File: config.mk
export PLATFORM = sky130hd
export DESIGN_NAME = lpf_front
export DESIGN_NICKNAME = d
export VERILOG_FILES = /design/src/rtl/lpf_pkg.sv /design/src/rtl/lpf_front.sv
export SDC_FILE = /design/constraint.sdc
export NUM_CORES = 1
export LEC_CHECK = 0
export ABC_AREA = 1
export BUFFER_PORTS_ARGS = -buffer_cell sky130_fd_sc_hd__buf_2
export CAP_MARGIN = 20
export CORE_MARGIN = 2
export CORE_UTILIZATION = 38
export CTS_CLUSTER_SIZE = 20
export DETAILED_ROUTE_END_ITERATION = 10
export GPL_TIMING_DRIVEN = 0
export PLACE_DENSITY = 0.68
export SYNTH_ARGS = -nofsm -noshare
export SYNTH_HDL_FRONTEND = slang
export SYNTH_SLANG_ARGS = --single-unit
File: constraint.sdc
create_clock -name clk -period 5.6 [get_ports clk]
set_input_delay 0.56 -clock clk [delete_from_list [all_inputs] [get_ports clk]]
set_output_delay 0.56 -clock clk [all_outputs]
set_load 0.01 [all_outputs]
File: src/rtl/lpf_pkg.sv
package lpf_pkg;

  localparam int TableLen = 24;
  localparam int DefCordicStages = 16;
  localparam int PhaseW = 34;
  localparam int CsW = 34;
  localparam logic signed [CsW-1:0] GainQ30 = 34'sd652032874;
  localparam logic signed [CsW-1:0] OneQ30 = 34'sd1073741824;
  localparam int QDepth = 4;
  localparam int QPtrW = 2;
  localparam logic [0:0] CfgIdxMinConf = 1'b0;
  localparam logic [0:0] CfgIdxArtEn = 1'b1;

  typedef struct packed {
    logic [15:0] range_cm;
    logic signed [15:0] azimuth_code;
    logic signed [15:0] elevation_code;
    logic [7:0] reflectivity;
  } lpf_point_t;

  typedef struct packed {
    logic signed [CsW-1:0] x;
    logic signed [CsW-1:0] y;
    logic signed [PhaseW-1:0] z;
    logic flip;
  } lpf_cordic_t;

  function automatic logic signed [PhaseW-1:0] atan_entry(input int i);
    logic signed [PhaseW-1:0] v;
    begin
      unique case (i)
        0: v = 34'sd536870912;
        1: v = 34'sd316933406;
        2: v = 34'sd167458907;
        3: v = 34'sd85004756;
        4: v = 34'sd42667331;
        5: v = 34'sd21354465;
        6: v = 34'sd10679838;
        7: v = 34'sd5340245;
        8: v = 34'sd2670163;
        9: v = 34'sd1335087;
        10: v = 34'sd667544;
        11: v = 34'sd333772;
        12: v = 34'sd166886;
        13: v = 34'sd83443;
        14: v = 34'sd41721;
        15: v = 34'sd20861;
        16: v = 34'sd10430;
        17: v = 34'sd5215;
        18: v = 34'sd2608;
        19: v = 34'sd1304;
        20: v = 34'sd652;
        21: v = 34'sd326;
        22: v = 34'sd163;
        23: v = 34'sd81;
        default: v = '0;
      endcase
      return v;
    end
  endfunction

  function automatic lpf_cordic_t cordic_init(input logic signed [15:0] code);
    lpf_cordic_t c;
    logic signed [16:0] k;
    begin
      k = 17'(code);
      c.flip = 1'b0;
      if (code > 16'sd16383) begin
        k = k - 17'sd32768;
        c.flip = 1'b1;
      end else if (code < -16'sd16384) begin
        k = k + 17'sd32768;
        c.flip = 1'b1;
      end
      c.x = GainQ30;
      c.y = '0;
      c.z = PhaseW'(k) <<< 16;
      return c;
    end
  endfunction

  function automatic lpf_cordic_t cordic_step(input lpf_cordic_t c, input int i);
    lpf_cordic_t n;
    begin
      n = c;
      if (!c.z[PhaseW-1]) begin
        n.x = c.x - (c.y >>> i);
        n.y = c.y + (c.x >>> i);
        n.z = c.z - atan_entry(i);
      end else begin
        n.x = c.x + (c.y >>> i);
        n.y = c.y - (c.x >>> i);
        n.z = c.z + atan_entry(i);
      end
      return n;
    end
  endfunction

  function automatic logic signed [CsW-1:0] cs_final(input logic signed [CsW-1:0] v,
                                                    input logic flip);
    logic signed [CsW-1:0] t;
    begin
      t = flip ? -v : v;
      if (t > OneQ30) t = OneQ30;
      else if (t < -OneQ30) t = -OneQ30;
      return t;
    end
  endfunction

endpackage

File: src/rtl/lpf_front.sv
module lpf_front import lpf_pkg::*; (
  input  logic        clk,
  input  logic        rst_n,
  input  logic        cfg_we,
  input  logic [0:0]  cfg_index,
  input  logic [7:0]  cfg_data,
  input  logic        in_valid,
  output logic        in_ready,
  input  lpf_point_t  in_point,
  input  logic [7:0]  in_confidence,
  input  logic        in_artifact,
  output logic        q_valid,
  input  logic        q_ready,
  output lpf_point_t  q_point
);

  logic [7:0] min_conf_r;
  logic       art_en_r;
  lpf_point_t mem_r [QDepth];
  logic [QPtrW-1:0] wp_r, rp_r;
  logic [QPtrW:0] cnt_r;
  logic keep, push, pop;

  assign in_ready = (cnt_r != (QPtrW+1)'(QDepth)) || pop;
  assign keep = (in_point.range_cm != 16'd0) && (in_confidence >= min_conf_r) &&
                !(art_en_r && in_artifact);
  assign push = in_valid && in_ready && keep;
  assign q_valid = cnt_r != '0;
  assign pop = q_valid && q_ready;
  assign q_point = mem_r[rp_r];

  always_ff @(posedge clk) begin
    if (!rst_n) begin
      min_conf_r <= '0;
      art_en_r <= 1'b0;
      wp_r <= '0;
      rp_r <= '0;
      cnt_r <= '0;
    end else begin
      if (cfg_we) begin
        if (cfg_index == CfgIdxMinConf) min_conf_r <= cfg_data;
        if (cfg_index == CfgIdxArtEn) art_en_r <= cfg_data[0];
      end
      if (push) wp_r <= wp_r + 1'b1;
      if (pop) rp_r <= rp_r + 1'b1;
      cnt_r <= cnt_r + (QPtrW+1)'(push) - (QPtrW+1)'(pop);
    end
  end

  always_ff @(posedge clk) begin
    if (push) mem_r[wp_r] <= in_point;
  end

endmodule

# After elaboration in Yosys (flattened, before gate mapping)
# Memories as Yosys holds them, arrays and structs flattened. A register that Yosys moved wholly into a read port is not among the register bits.
# Cells that the tools add are included.
[word_totals]
regBits = 16
mem_bits_rw = 224
out_inout_bits = 58
elab_cells = 29
memories = 1
[mem_list]
columns = ["memory", "depth", "width", "rd", "rd_clocked_by_memory_dff", "wr", "line_no", "source"]
rows = [
  ["mem_r", 4, 56, 1, 1, 1, "lpf_front.sv:19", "lpf_point_t mem_r [QDepth];"],
]
[classes]
addsub = 4
n_lt_le_gt_ge = 1
eq_ne = 1
n_mux = 4
bitwise = 1
reduce_logical = 12
[op_table]
columns = ["operator", "count"]
rows = [
  ["$reduce_bool A16 Y1", 1],
  ["$ge A8 B8 Y1", 1],
  ["$logic_and A1 B1 Y1", 6],
  ["$add A2 B1 Y2 const B", 2],
  ["$mux W2", 2],
  ["$reduce_and A2 Y1", 2],
  ["$add A3 B1 Y3", 1],
  ["$ne A3 B3 Y1 const B", 1],
  ["$reduce_bool A3 Y1", 1],
  ["$sub A3 B1 Y3", 1],
  ["$mux W1", 2],
  ["$logic_not A1 Y1", 1],
  ["$logic_or A1 B1 Y1", 1],
  ["$not A1 Y1", 1],
]

# Depth between registers and ports, before layout
# Gate-level depths: netlist of the first run.
[logic_depth]
ltp_word = 7
ltp_mapped = 16
mapped_depth_nobuf = 16

# Worst setup path before layout of the first run
# OpenSTA, ideal clock, no wires.
[synth_path]
path_type = "input port to flip-flop"
start = "input in_confidence[7]"
end = "memory mem_r[0][0] (netlist name), enable pin"
setup_ns = 0.470
arrival_ns = 3.661
slack_ns = 1.469
stages = 7
cell_sequence = "ha_1 -> nand2_1 -> nor2_1 -> nand4_1 -> nand3_1 -> nand2_2 -> nor2_1"
[synth_via]
elab_chain_len = 6
[synth_lines]
columns = ["item", "line_no", "source"]
rows = [
  ["start: declaration", "lpf_front.sv:10", "input logic [7:0] in_confidence,"],
  ["$ge A8 B8 Y1", "lpf_front.sv:25", "assign keep = (in_point.range_cm != 16'd0) && (in_confidence >= min_conf_r) &&"],
  ["$logic_and A1 B1 Y1 (2 in series)", "lpf_front.sv:25", ""],
  ["$logic_and A1 B1 Y1", "lpf_front.sv:27", "assign push = in_valid && in_ready && keep;"],
  ["$mux W1", "lpf_front.sv:51", "if (push) mem_r[wp_r] <= in_point;"],
  ["$mux W1 (implied by the code)", "lpf_front.sv:51", ""],
  ["end: declaration", "lpf_front.sv:19", ""],
]
# No other way between the ends.

==> results of run 1 <==
==> flip-flops by register name, summed over array words and instances, names as in the netlist, named ones only <==
signal,flops
art_en_r,1
min_conf_r,8
rp_r,2
wp_r,2
mem_r,224
cnt_r,3
==> stage by stage <==
step	setup WS (ps)	instances	total power [mW]	instance area, um^2	hold WS (ps)
floorplan	1470	690	2.88	9680	433
global placement	-812	1156	3.31	10800	446
detailed placement	2660	1164	3.34	11000	450
CTS	2770	1209	4.94	11800	243
global route	2690	1209	5.12	11800	242
finish	2870	1211	4.88	11800	262
==> logic make-up after synthesis <==
logic type | Yosys count | share of synthesized area
DFF | 242 | 0.732
and+or+nand+nor | 170 | 0.0849
buffers and inverters | 68 | 0.0395
xor gates and xnor gates | 1 | 0.000905
AOI/OAI and AO/OA | 194 | 0.123
adders and majority gates | 15 | 0.0202
==> layout make-up <==
type,instances,area share
sequential,242,0.601
multi-input combinational,380,0.190
timing repair buffer,144,0.0720
clock buffer,36,0.0600
tap,330,0.0350
buffer,38,0.0227
inverter,30,0.00977
clock inverter,9,0.00818
antenna,2,0.000425
==> layer usage <==
layer	part of all wire	vias up
li1	-	2879
met1	0.41	2842
met2	0.49	166
met3	0.074	32
met4	0.016	2
met5	0.00062	-
==> power groups by stage <==
stage	Clock [mW]	Combinational [mW]	Sequential, mW
CTS	1.64	1.17	2.14
detailed placement	0	1.16	2.18
floorplan	0	0.705	2.17
finish	1.60	1.14	2.14
global route	1.71	1.26	2.15
global placement	0	1.12	2.19
==> worst register-to-register path, cell delays in order, from the launching register on <==
cell     delay, ps
dfxtp_1        300
inv_1           40
ha_1           280
nand2_1         70
nor2_1         140
nand4_1        100
nand3_1        120
nand2_2        190
ha_1           350
inv_1           40
ha_1           190
fa_1           380
or2_1          230
a21oi_1        110
==> layout by cell type (no fill, tap or decap), drive strengths merged <==
cell type and instances:
a21o 1, a21oi 15, buf 170, bufinv 2
clkbuf 48, clkinv 5, clkinvlp 1, dfxtp 18
diode 2, edfxtp 224, fa 1, ha 14
inv 31, nand2 27, nand3 3, nand4 1
nor2 138, o21ai 122, o22ai 56, or2 1
xor2 1
==> worst max-delay path by stage <==
| stage | startpoint | to | slack [ps] | cells after the start |
|---|---|---|---|---|
| 3_3_place_gp | in_confidence[7] | mem_r[3][25] | -810 | 8 |
| 5_1_grt | flip-flop | q_point[6] | 2690 | 5 |
| 4_1_cts | flip-flop | q_point[6] | 2770 | 5 |
| 6_report | flip-flop | q_point[6] | 2870 | 5 |
| 3_5_place_dp | in_confidence[7] | cnt_r[2] | 2660 | 13 |
| 2_1_floorplan | in_confidence[7] | mem_r[0][0] | 1470 | 7 |
==> qor.csv, run 1 <==
metric,value,unit
syn_nets,784,
multi_input_area,2240,um^2
fmax,366,MHz
crit_arrival,2170,ps
finalMaxSlewViolations,0,
firstDrtPassIters,5,
synthTopCellsByArea,"edfxtp_1, o21ai_0, nor2_1, dfxtp_1, o22ai_2",
cpLargestDelayFamily,buffers and inverters,
status,"complete, no violations",
r2r-end,cnt_r[2],
synth_edf_count,224,
busiest_layer,met2,
ys_warn_count,0,
use_met2,0.268,
clkTransAtPathRegs,60,ps
ant_nets,0,
combinationalPowerShare,0.234,
crit_path_cell_trace,"buf_6, clkbuf_1, nor2_1, o22ai_2, buf_2",
cts_made_buffers,25,
cp.buffers_inverters,3,
timing_worst_setup_path_type,flip-flop to output pin,
drtIter0Drc,358,
die_y,164,um
start_util,0.386,
synthArstFlopShare,0,
r2r-start,min_conf_r[7],
reg2reg_slack,3000,ps
peakVddDrop,0.190,mV
synth-seq-cells,242,
hp-start,in_point[4],
gr-total-overflow,0,
viasPerCell,4.89,
synth_top_cell_by_area,edfxtp_1,
cp-start-kind,flip-flop,
ys.flop_type,edfxtp_1,
ios,137,
core,25100,um^2
switching_share,0.286,
leakage,4.21,nW
slew_headroom,0.583,
syn_inst,690,
syn_area,9680,um^2
rsz0062_at_grt,no,
clk_latency,510,ps
rows,58,
grt_pass1_vias,6017,
place_congestion,0.760,
seq_area,7090,um^2
cp_slowest_cell,dfxtp_1,
grt_max_degree,28,
areaGrowthSynthToFinish,21.7,%
syn_avg_cell_area,14.0,um^2
vias,5921,
ff2ff_path_depth,13,
wirelength,20900,um
wire_per_inst,17.2,um
cp_slowest_stage_delay,510,ps
fillCellCount,2246,
p_clk_frac,0.328,
worst_pin_slew,624,ps
cts_setup_buffers,0,
yosysMostFrequentCell,edfxtp_1,
tns,0,ps
period_needed,2730,ps
cts_tree,done,
yosysUniqueCellTypes,30,
cts_hold_buf,0,
antenna_found_initial,3,
met1_usage,0.197,
drv_cap,0,
hold_viol_final,0,
die_w,164,um
ys_seq_area_frac,0.732,
htree_levels,1,
period_share,0.488,
power.net_switching,1.40,mW
internal_power,3.49,mW
hold_path_class,input pin to flip-flop,
ctsLongestPathBuffers,3,
p_seq_frac,0.437,
clock-sinks,242,
globalRouteMet3Util,0.0404,
cts_root_buf,clkbuf_16,
grt_pass1_wl,31800,um
grt.total_usage,0.156,
holdPathEnd,mem_r[0][4],
finalNetCount,955,
synth_top_area_frac,0.695,
crit_path_max_fanout,10,
finalCoreUtilization,0.469,
hold_depth,1,
hpwl,13400,um
dieArea,26800,um^2
synth_common_cells,"edfxtp_1, nor2_1, o21ai_0",
power.density,414,nW/um^2
drive_gt1_frac,0.304,
cts_resized,0,
crit_required,5040,ps
setup_viol,0,
fin_skew,10.7,ps
drc_errors,0,
io_buffers,136,
end_kind,output pin,
No activity file was read; power rests on OpenSTA's default activity.
==> run 2, diff against run 1 <==
==> constraint.sdc (replaced) <==
create_clock -name clk -period 2.8 [get_ports clk]
set_input_delay 0.28 -clock clk [delete_from_list [all_inputs] [get_ports clk]]
set_output_delay 0.28 -clock clk [all_outputs]
set_load 0.01 [all_outputs]
==> run 2 against run 1 <==
Net effect:
- via count up 2.8%
- largest power group unchanged
- power grew 100%
- flip-flop and latch count is the same
- sequential share of layout area down 2.4 points
- critical path depth rose by 8
- die area did not move
- worst setup slack worse by 2600 ps
- clock power up 98%
- clock skew grew 3.1 ps
==> qor.csv, run 2 (same netlist as run 1, synthesis figures left out) <==
metric,value,unit
ctsLongestPathBuffers,3,
htree_levels,1,
finalNetCount,1006,
end_kind,flip-flop,
crit_required,3240,ps
combinationalPowerShare,0.240,
fillCellCount,2217,
finalMaxSlewViolations,0,
clock-sinks,242,
wire_per_inst,16.9,um
final_cell_mix,"edfxtp_1, buf_2, nor2_1",
io_buffers,136,
clk_latency,510,ps
status,"complete, no violations",
switching_share,0.286,
cts_root_buf,clkbuf_16,
rsz0062_at_grt,no,
dieArea,26800,um^2
timing_worst_setup_path_type,flip-flop to flip-flop,
cts_setup_buffers,0,
core,25100,um^2
firstDrtPassIters,4,
period_share,0.911,
tns,0,ps
worst_pin_slew,567,ps
period_needed,2550,ps
power.net_switching,2.80,mW
crit_arrival,2990,ps
whs,16.1,ps
peakVddDrop,0.379,mV
place_congestion,0.724,
clkTransAtPathRegs,60,ps
grt.total_usage,0.159,
leakage,4.42,nW
hold_viol_final,0,
wirelength,21300,um
final_common_cell,edfxtp_1,
start_util,0.386,
gr-total-overflow,0,
largestRegisters,"mem_r (224), min_conf_r (8), cnt_r (3)",
cts_tree,done,
fin_ws,248,ps
cp.buffers_inverters,2,
grt_pass1_wl,32900,um
rows,58,
ios,137,
p_clk_frac,0.323,
regMostFlops,mem_r,
die_y,164,um
cp_slowest_stage_delay,380,ps
internal_power,6.99,mW
cts_made_buffers,25,
viasPerCell,4.83,
place_ws,86.7,ps
crit_path_max_fanout,9,
setup_viol,0,
fmax,392,MHz
p_seq_frac,0.437,
cpLargestDelayFamily,adder cells,
drtIter0Drc,384,
antenna_found_initial,1,
vias,6086,
cp_slowest_cell,fa_1,
die_w,164,um
grt_max_degree,30,
cp-start-kind,flip-flop,
hpwl,13400,um
fin_skew,13.8,ps
ant_nets,0,
grt_pass1_vias,6210,
areaGrowthSynthToFinish,26.7,%
drv_cap,0,
hold_path_class,input pin to flip-flop,
slew_headroom,0.622,
drc_errors,0,
power.density,798,nW/um^2
crit_path_cell_trace,"inv_1, ha_1, nand2_1, nor2_1, nand4_1, nand3_2, nand2_4, ha_1, inv_1, ha_1, fa_1, or2_1, a21oi_1",
drive_gt1_frac,0.284,
largest_register_ffs,224,
cpMostUsedCell,ha_1,
power,9.79,mW
==> run 2: metal layers <==
metal  GRT usage  wire length (um)  vias up
met1       0.206              8970     2905
li1            -                 -     2982
met5           0                 0        -
met3      0.0371              1520       27
met4      0.0399               334        0
met2       0.269             10500      172
==> run 2: area by class of cell <==
type	instances	area (um^2)	area share
sequential	242	7090	0.578
multi-input combinational	380	2250	0.184
timing repair buffer	195	1350	0.110
clock buffer	29	641	0.0522
tap	330	413	0.0336
buffer	38	268	0.0218
clock inverter	15	140	0.0114
inverter	30	115	0.00938
antenna	1	2.50	0.000204
==> run 2: per-stage QoR <==
stage,std cells,instance area [um^2],util
final,1260,12300,0.489
after global routing,1260,12300,0.489
after CTS,1259,12300,0.488
after detailed placement,1164,11000,0.437
after global placement,1156,10800,0.430
after floorplan,690,9690,-
==> run 2: final timing paths <==
kind                                     from            end  slack (ps)  depth (start not counted)
worst max register to register  min_conf_r[7]       cnt_r[2]         250                         13
worst min-delay path             in_point[55]   mem_r[3][55]          20                          1
worst max-delay path            min_conf_r[7]       cnt_r[2]         250                         13
worst min register to register  min_conf_r[5]  min_conf_r[5]         460                          2
==> run 2: worst reg2reg max path, delay by kind of cell (launching register included) <==
kind / cells / cell delay [ps]
AO/OA/AOI/OAI: 1 / 110
flip-flops: 1 / 300
buffers and inverters: 2 / 90
AND/OR/NAND/NOR: 6 / 830
adder cells (fa/ha/maj): 4 / 1160
==> run 2: what timing repair did <==
action                                 4_1_cts  5_1_grt
setup endpoints to repair                    0        1
gates resized for setup                      0        2
endpoints found under the hold margin      201        0
hold buffers                                51        0
==> run 2: power groups by stage <==
stage / sequential [mW] / clock (mW) / combinational [mW]
2_1_floorplan: 4.34 / 0 / 1.41
3_3_place_gp: 4.36 / 0 / 2.25
3_5_place_dp: 4.35 / 0 / 2.33
4_1_cts: 4.28 / 3.24 / 2.39
5_1_grt: 4.29 / 3.39 / 2.60
6_report: 4.27 / 3.16 / 2.35
